### src/hw/rtl/sobel_edge_magnitude_rgb_defines.svh
// ----------------------------------------------------------------------------
// Sobel edge magnitude: assertion macros
// These macros wrap concurrent assertions. They expand to nothing when SYNTHESIS
// is defined.
// ----------------------------------------------------------------------------
`ifndef SOBEL_EDGE_MAGNITUDE_RGB_DEFINES_SVH
`define SOBEL_EDGE_MAGNITUDE_RGB_DEFINES_SVH
`ifndef SYNTHESIS
`define SEM_ASSERT_IMPL(lbl, clk, rst, a, c) \
  lbl: assert property (@(posedge clk) disable iff (rst) (a) |-> (c)) else $error("sem check");
`define SEM_ASSERT_NEXT(lbl, clk, rst, a, c) \
  lbl: assert property (@(posedge clk) disable iff (rst) (a) |=> (c)) else $error("sem check");
`else
`define SEM_ASSERT_IMPL(lbl, clk, rst, a, c)
`define SEM_ASSERT_NEXT(lbl, clk, rst, a, c)
`endif
`endif

### src/hw/rtl/sem_pkg.sv
// ----------------------------------------------------------------------------
// Sobel edge magnitude package
// Shared constants, command and register codes and the pixel type.
// ----------------------------------------------------------------------------
package sem_pkg;
  localparam int unsigned DefMaxWidth  = 1024;
  localparam int unsigned DefMaxHeight = 1024;
  localparam int unsigned CfgW = 11;
  localparam logic [10:0] ResetWidth  = 11'd640;
  localparam logic [10:0] ResetHeight = 11'd480;
  localparam logic CMD_PIXEL = 1'b0;
  localparam logic CMD_DRAIN = 1'b1;
  localparam logic REG_WIDTH  = 1'b0;
  localparam logic REG_HEIGHT = 1'b1;

  typedef struct packed {
    logic [7:0] red;
    logic [7:0] green;
    logic [7:0] blue;
  } pix_t;
endpackage

### src/hw/rtl/sem_mag.sv
// ----------------------------------------------------------------------------
// Sobel magnitude for one channel
// Gx, Gy from a 3x3 window; squared sum registered, then a rounded square
// root over eight registered bit steps.
// ----------------------------------------------------------------------------
module sem_mag
  import sem_pkg::*;
(
  input  logic       clk,
  input  logic       start,
  input  logic [7:0] p00, p01, p02, p10, p12, p20, p21, p22,
  output logic [7:0] root
);
  logic signed [10:0] gx, gy;
  logic signed [21:0] gxw, gyw, sqx, sqy;
  logic [21:0] sum;
  logic [21:0] s;
  logic [7:0]  n;
  logic [7:0]  bitm;
  logic [7:0]  t;
  logic [15:0] tsq;
  logic [15:0] nsq;
  logic [21:0] rem;

  always_comb begin
    gx = -$signed({3'b0, p00}) + $signed({3'b0, p02}) - $signed({2'b0, p10, 1'b0})
         + $signed({2'b0, p12, 1'b0}) - $signed({3'b0, p20}) + $signed({3'b0, p22});
    gy = -$signed({3'b0, p00}) - $signed({2'b0, p01, 1'b0}) - $signed({3'b0, p02})
         + $signed({3'b0, p20}) + $signed({2'b0, p21, 1'b0}) + $signed({3'b0, p22});
    gxw = {{11{gx[10]}}, gx};
    gyw = {{11{gy[10]}}, gy};
    sqx = gxw * gxw;
    sqy = gyw * gyw;
    sum = $unsigned(sqx) + $unsigned(sqy);
  end

  always_comb begin
    t   = n | bitm;
    tsq = t * t;
    nsq = n * n;
    rem = s - {6'd0, nsq};
  end

  always_ff @(posedge clk) begin
    if (start) begin
      s    <= sum;
      n    <= 8'd0;
      bitm <= 8'h80;
    end else if (bitm != 8'd0) begin
      if ({6'd0, tsq} <= s) n <= t;
      bitm <= bitm >> 1;
    end
  end

  always_comb begin
    if (s > 22'd65280) root = 8'd255;
    else if (rem > {14'd0, n}) root = n + 8'd1;
    else root = n;
  end
endmodule

### config.mk
export PLATFORM = sky130hd
export DESIGN_NAME = sem_mag
export DESIGN_NICKNAME = d
export VERILOG_FILES = /design/src/hw/rtl/sobel_edge_magnitude_rgb_defines.svh /design/src/hw/rtl/sem_pkg.sv /design/src/hw/rtl/sem_mag.sv
export SDC_FILE = /design/constraint.sdc
export NUM_CORES = 1
export LEC_CHECK = 0
export ABC_AREA = 0
export BUFFER_PORTS_ARGS = -buffer_cell sky130_fd_sc_hd__buf_2
export CAP_MARGIN = 20
export CORE_ASPECT_RATIO = 1.2
export CORE_MARGIN = 2
export CORE_UTILIZATION = 35
export DETAILED_ROUTE_END_ITERATION = 6
export PLACE_DENSITY_LB_ADDON = 0.25
export SYNTH_ARGS = -nofsm -noshare
export SYNTH_HDL_FRONTEND = slang
export SYNTH_SLANG_ARGS = --single-unit
### constraint.sdc
create_clock -name clk -period 18.4 [get_ports clk]
set_input_delay 5.52 -clock clk [delete_from_list [all_inputs] [get_ports clk]]
set_output_delay 5.52 -clock clk [all_outputs]
set_load 0.05 [all_outputs]
# == Yosys cells after proc, flatten, opt, wreduce, memory -nomap -nowiden ==
# Cells that the tools add are included.
# totals
elab_cells,29
register_bits,38
out_inout_bits,8
# classes
mux,2
mul,4
n_bitwise,1
n_lt_le_gt_ge,3
add_sub_neg,14
reduce_logical,2
# ops
op,count
adder 11 x 9 -> 11 bit,4
multiplier 11 x 11 -> 22 bit,2
multiplier 8 x 8 -> 16 bit,2
adder 11 x 10 -> 11 bit,2
adder 22 bit,1
"greater-than comparator 22 x 16 -> 1 bit, second input constant",1
greater-than comparator 22 x 8 -> 1 bit,1
<= comparator 16 x 22 -> 1 bit,1
subtractor 11 x 10 -> 11 bit,2
subtractor 11 x 9 -> 11 bit,2
subtractor 22 x 16 -> 22 bit,1
two-way mux 8 bit,2
negation 8 -> 11 bit,1
"adder 8 x 1 -> 8 bit, second input constant",1
bitwise OR 8 bit,1
nonzero test 8 bit,1
AND reduction 2 bit,1

# == Logic depth before layout (Yosys ltp) ==
# Gate-level depths: netlist of the first run.
# logic_depth
depth_word,8
depth_mapped,42
depth_no_buf,42

# == Worst setup path before layout of the first run ==
# No wires, ideal clock.
# synth_timing
path_type,input to register
start,input port p00[0]
end,register s[20] (data pin)
arrival_time_ns,14.928
cell_stages,39
path_buffers,1
required_ns,18.142
path_slack_ns,3.214
setup_time_ns,0.258
path_cell_list,inv_1 > ha_1 > xnor2_1 > inv_1 > fa_1 > inv_1 > fa_1 > inv_1 > fa_1 > inv_1 > ha_1 > a21o_1 > a21oi_1 > o21bai_1 > a21oi_1 > o21bai_1 > a21oi_1 > o21a_1 > [3 not listed] > fa_1 > inv_1 > fa_1 > inv_1 > fa_1 > fa_1 > fa_1 > fa_1 > inv_1 > fa_1 > inv_1 > ha_1 > and3_1 > a211oi_1 > nor3_1 > or3_1 > a21oi_1 > xnor2_1
# synth_between
elab_chain_cells,8
elab_cells_between_ends,14
# synth_lines
element,line_no,text
from (decl),sem_mag.sv:11,"input logic [7:0] p00, p01, p02, p10, p12, p20, p21, p22,"
negation 8 -> 11 bit (*),"sem_mag.sv:26, sem_mag.sv:28",
adder 11 x 9 -> 11 bit / subtractor 11 x 10 -> 11 bit (equally long branches),"sem_mag.sv:26, sem_mag.sv:28",
subtractor 11 x 10 -> 11 bit / subtractor 11 x 9 -> 11 bit (equally long branches),"sem_mag.sv:26, sem_mag.sv:28",
adder 11 x 10 -> 11 bit / adder 11 x 9 -> 11 bit (equally long branches),"sem_mag.sv:27, sem_mag.sv:29",
subtractor 11 x 9 -> 11 bit / adder 11 x 10 -> 11 bit (equally long branches),"sem_mag.sv:27, sem_mag.sv:29",
"adder 11 x 9 -> 11 bit, on equally long branches","sem_mag.sv:27, sem_mag.sv:29",
"multiplier 11 x 11 -> 22 bit, on equally long branches","sem_mag.sv:32, sem_mag.sv:33",
adder 22 bit (*),sem_mag.sv:34,sum = $unsigned(sqx) + $unsigned(sqy);
named net sum[20],sem_mag.sv:16,logic [21:0] sum;
to (signal assigned),sem_mag.sv:46,s <= sum;
to (decl),sem_mag.sv:17,logic [21:0] s;
# Mark *: on every way through the listed nets, which the timed path passes. The rest lies on a longest branch.
# A chain may end at the register's enable or synchronous reset.

# == Final worst setup path of the first run ==
# Same ends and word-level chain as after synthesis.

==> results of run 1 <==
## layer usage
metal / share of wire, % / vias up / track usage, %
met4: 3.1 / 0 / 4.69
met5: 0 / - / 0
met2: 54 / 199 / 32.4
met3: 2.5 / 68 / 1.05
li1: - / 5734 / -
met1: 41 / 5886 / 19.9
## kinds of logic (layout without fill, tap and decap cells)
| family | after synthesis | after routing | share of synthesized area [%] |
|---|---|---|---|
| compound gates | 183 | 183 | 7.21 |
| xor+xnor | 88 | 88 | 4.58 |
| fa+ha+maj | 572 | 572 | 58.6 |
| buf+inv | 603 | 673 | 13.5 |
| flops | 38 | 38 | 5.83 |
| mux | 7 | 7 | 0.469 |
| simple gates | 374 | 374 | 9.87 |
## registers in the layout, summed over array words and instances (netlist names)
| name | cells |
|---|---|
| n | 8 |
| bitm | 8 |
| s | 22 |
## cells in the final DEF, fill, tap and decap left out, types with 17 or more instances in the layout
master	instances
inv_1	577
fa_1	359
ha_1	213
nor2_1	153
nand2_1	117
buf_2	73
xnor2_1	72
a21oi_1	50
o21ai_0	33
a21o_1	25
edfxtp_1	22
nand3_1	19
nor3_1	17
## through the flow
step | hold WS (ps) | cell area (um^2) | util (%)
after floorplan | 431 | 16800 | -
after global placement | 437 | 18000 | 37.6
after global routing | 480 | 18100 | 38.0
after CTS | 454 | 18100 | 38.0
after detailed placement | 444 | 18000 | 37.6
final | 451 | 18100 | 38.0
## path summary, 6_finish.rpt
kind	from	endpoint	slack, ps	cells past startpoint
worst min register to register	bitm[5]	bitm[4]	450	2
worst min-delay path	bitm[5]	bitm[4]	450	2
worst max-delay path	p00[0]	s[20]	2360	40
worst max register to register	n[5]	n[1]	11750	26
## critical path, delay by kind of cell
kind	cells	cell delay, ps
adder cells (fa/ha/maj)	13	5770
buffers and inverters	11	910
AO/OA/AOI/OAI	8	1580
AND/OR/NAND/NOR	6	1980
XOR/XNOR	2	320
## cell type report
cell class	count	area [um^2]
Clock buffer	7	175
Clock inverter	1	8.76
Inverter	583	2190
Multi-Input combinational cell	1224	13600
Fill cell	4919	29600
Tap cell	630	788
Timing Repair Buffer	82	433
Sequential cell	38	981
==> impl_results.md, run 1 <==
* Synth top cells by count: inv_1, fa_1, ha_1, nor2_1, nand2_1
* Die Ht at ~240 um
* Die Width at between 200 and 250 um
* TritonRoute pass-1 iters at 5
* Pre-CTS setup slack at about 2000 ps
* Largest net degree at the start of global routing at 40
* Top post-synthesis cells by area: fa_1, ha_1, inv_1, edfxtp_1, xnor2_1
* RSZ-0062 raised after global routing: no
* Top-count cell post-synth: inv_1
* Vias post-DR at around 12000
* Ys async rst share at 0%
* Area Overhead vs Synth at 7.89%
* Initial DRC count at 440
* Layout cells sized above 1 at approximately 5.6%
* Sequential area share after synthesis at roughly 6%
* DR WL/cell at around 15 um
* Total Wirelength at 39.0 mm
* PortBufs at 73
* Actual slew at the worst max-slew pin at 944 ps
* Syn Nets at 2503
* DRC Markers at 0
* Post-layout worst setup margin at roughly 2400 ps
* First-pass GRT wire length at 67.1 mm
* Count of final hold-check violations at 0
* Max frequency at 62.3 MHz
* Synth Instances at about 1900
* TNS Setup at 0 ps
* Critical path's largest stage delay at 770 ps
* Dominant register cell in the synthesized netlist: edfxtp_1
* Global route total overflow at 0
* Initial antenna violation count at 0
* WP data required at 18440 ps
* Unique cell type count in the Yosys netlist at 64
* Post-Place Cells at around 2600
* Sink Count at 38
* Number of I/O pins at 74
* CTS tree: yes
* Post-CTS Hold Buffers at 0
* Area leader, netlist: fa_1
* Clk_skew at approximately 5.4 ps
* DIE AREA at about 50000 um^2
* Tot GR Track Use at between 10% and 20%
* Num CTS Buffers at 5
* DP HPWL at 34.6 mm
* Setup bufs post-CTS at 0
* Antenna cells at 0
* Relative slew margins at a little over a third
* Post-CTS sizing at 0
* Post-synthesis cell area at between 15000 and 20000 um^2
* Fin nets at 2572
* Setup Crit Path Kind: in2reg
* Critical path capture point type: flop
* Hold Path Class: reg2reg
* Worst-path clk slew at about 60 ps
* GP Congestion at 0.871
* Final Cycle Share at 87.2%
* Initial Util at a little over a third
* Critical path's most frequent cell: fa_1
* Status: completed
* Critical Path AT at ~16000 ps
* Top cell type's share of synthesized area at 42.7%
* Synth warnings at 0
* Final setup viols at 0
* Worst setup SP type: primary input
* Syn_area_per_cell at roughly 9.0 um^2
* Crit Path Max Fanout at 14
* Clock root buffer: clkbuf_16
* Number of global-route vias before repair at about 14000
* Antenna Nets Post-Route at 0
* Slew Viols, Final at 0
* Seq cells post-synth at 38
* Period minus WS final at about 16000 ps
* Non-Filler Instances at 2565
* Post-synth EDFFs at 22
* Vias per cell at between 4 and 5
* Max Root-Sink Buffers at 2
* Crit path max-delay cell type: nor3_2
* Core outline area at approximately 48000 um^2
* Max_cap viols at 0
* # rows at approximately 90
* Worst-Skew Late Latency at 290 ps
* H-tree levels at 2
Power of run 1 is left out: the tool's default activity adds up to more than one toggle a clock period on the data nets, which glitch-free logic cannot reach.
==> inputs of run 2 (changes only) <==
CELL_PAD_IN_SITES_DETAIL_PLACEMENT = 1   (was default)
CELL_PAD_IN_SITES_GLOBAL_PLACEMENT = 2   (was default)
==> run 2 against run 1 <==
Against the previous run:
- highest routed layer unchanged
- register-to-register slack got worse by 340 ps
- die area unchanged
- clock skew increased by 2.0 ps
- fmax decreased by 2.0%
- hold slack improved by 4.4 ps
==> impl_results.md, run 2 (synthesized netlist as in run 1, its figures left out) <==
* DIE AREA at 49800 um^2
* Post-DP Area at roughly 18000 um^2
* Clk_skew at roughly 7.4 ps
* Setup bufs post-CTS at 0
* Initial antenna violation count at 0
* Final std cell area, no fill at roughly 18000 um^2
* Largest register FFs at 22
* Die Ht at 244 um
* Hold Path Class: reg2reg
* Global routing's busiest layer: met2
* RSZ-0062 raised after global routing: no
* Critical path's largest stage delay at 810 ps
* Relative slew margins at approximately a third
* Most frequent cells in the layout: inv_1, fa_1, ha_1
* Initial DRC count at 304
* Period minus WS final at ~16000 ps
* DP HPWL at ~40 mm
* First-pass GRT wire length at ~74 mm
* Critical path's most frequent cell: fa_1
* Area Overhead vs Synth at 7.85%
* Max frequency at between 60 and 70 MHz
* Worst-Skew Late Latency at roughly 300 ps
* Die Width at just over 200 um
* Initial Util at a little over a third
* Sink Count at 38
* Vias per cell at ~4.7
* Top reg by flops: s
* DR WL/cell at about 17 um
* M2 GR Usage at 37.9%
* Regs by FF count: s (22), bitm (8), n (8)
* Crit path max-delay cell type: nor3_2
* Core outline area at 47800 um^2
* TritonRoute pass-1 iters at 4
* CP Launch Point: p00[0]
* Status: completed
* Layout cells sized above 1 at 5.63%
* Cell family with most CP delay: adder cells
* Largest net degree at the start of global routing at 40
* Fin nets at approximately 2600
* Number of I/O pins at 74
* Crit Path Max Fanout at 14
* Slew Viols, Final at 0
* Critical Path AT at ~16000 ps
* Post-CTS Hold Buffers at 0
* Antenna Nets Post-Route at 0
* Tot GR Track Use at a little under a fifth
* CTS tree: yes
* GP Congestion at about 0.82
* Max_cap viols at 0
* Num CTS Buffers at 5
* Worst-path clk slew at ~70 ps
* Final setup viols at 0
* Commonest non-fill, non-tap cell in the layout: inv_1
* Fillers at around 5700
* Crit path buf inv count at 11
* M1 GR Usage at between 20% and 30%
* Vias post-DR at around 12000
* Number of global-route vias before repair at between 10000 and 15000
* PortBufs at 73
* # rows at a little under 90
* Count of final hold-check violations at 0
* DRC Markers at 0
* Antenna cells at 0
* Post-CTS sizing at 0
* Total Wirelength at 44.1 mm
* Worst setup SP type: primary input
* Actual slew at the worst max-slew pin at 965 ps
* Global Route met3 Usage at 0.746%
* Setup Crit Path Kind: in2reg
* Critical path capture point type: flop
* Final Cycle Share at slightly below 90%
* Worst R2R Start: n[5]
* Hold Crit Start: bitm[3]
* WP data required at roughly 18000 ps
* TNS Setup at 0 ps
* Global route total overflow at 0
* Clock root buffer: clkbuf_16
* Max Root-Sink Buffers at 2
* H-tree levels at 2
[run 2: cell count changes in the layout (fill, tap and decap cells not counted), sizes merged]
cell,before,now
clkinvlp,0,2
clkbuf,7,5
clkinv,6,5
bufinv,0,1
[run 2: layout make-up]
| type | count | area, um^2 | share of cell area (%) |
|---|---|---|---|
| Inverter | 583 | 2190 | 12.1 |
| Tap cell | 630 | 788 | 4.34 |
| Clock buffer | 5 | 125 | 0.690 |
| Sequential cell | 38 | 981 | 5.41 |
| Timing Repair Buffer | 82 | 433 | 2.39 |
| Clock inverter | 3 | 45.0 | 0.248 |
| Multi-Input combinational cell | 1224 | 13600 | 74.9 |
[run 2: worst register-to-register path: stages (launching register included)]
cell	delay, ps
dfxtp_1	470
nor2_1	650
inv_1	320
o21ai_0	250
inv_1	80
ha_1	310
ha_1	290
inv_1	60
fa_1	500
fa_1	560
inv_1	50
ha_1	310
o21ai_0	120
a21boi_0	260
o21ai_0	140
a21boi_0	260
o21ai_0	160
a21oi_1	210
nor2_1	80
xnor2_1	130
ha_1	300
nand4_1	150
o21ai_0	200
a21o_1	130
a21oi_1	60
o21bai_1	600
o22ai_1	200
[run 2: worst paths after layout]
path | slack (ps) | cells after the start | endpoint
worst max-delay path | 2040 | 40 | s[20]
worst min-delay path | 460 | 2 | bitm[2]
worst max register to register | 11410 | 26 | n[1]
worst min register to register | 460 | 2 | bitm[2]
[run 2: routing by layer]
| layer | part of all wire, % | vias up |
|---|---|---|
| met3 | 1.5 | 54 |
| li1 | - | 5725 |
| met2 | 56 | 144 |
| met1 | 39 | 6115 |
| met4 | 3.3 | 0 |
| met5 | 0 | - |
[run 2: metrics by stage]
step,util (%),hold WS (ps),setup slack (ps),cells
after floorplan,-,431,3210,1865
after global placement,37.6,439,1870,2556
after detailed placement,37.6,451,1630,2557
after CTS,38.0,458,1950,2565
after global routing,38.0,484,1300,2565
final,38.0,456,2040,2565
Power of run 2 is left out for the same reason.
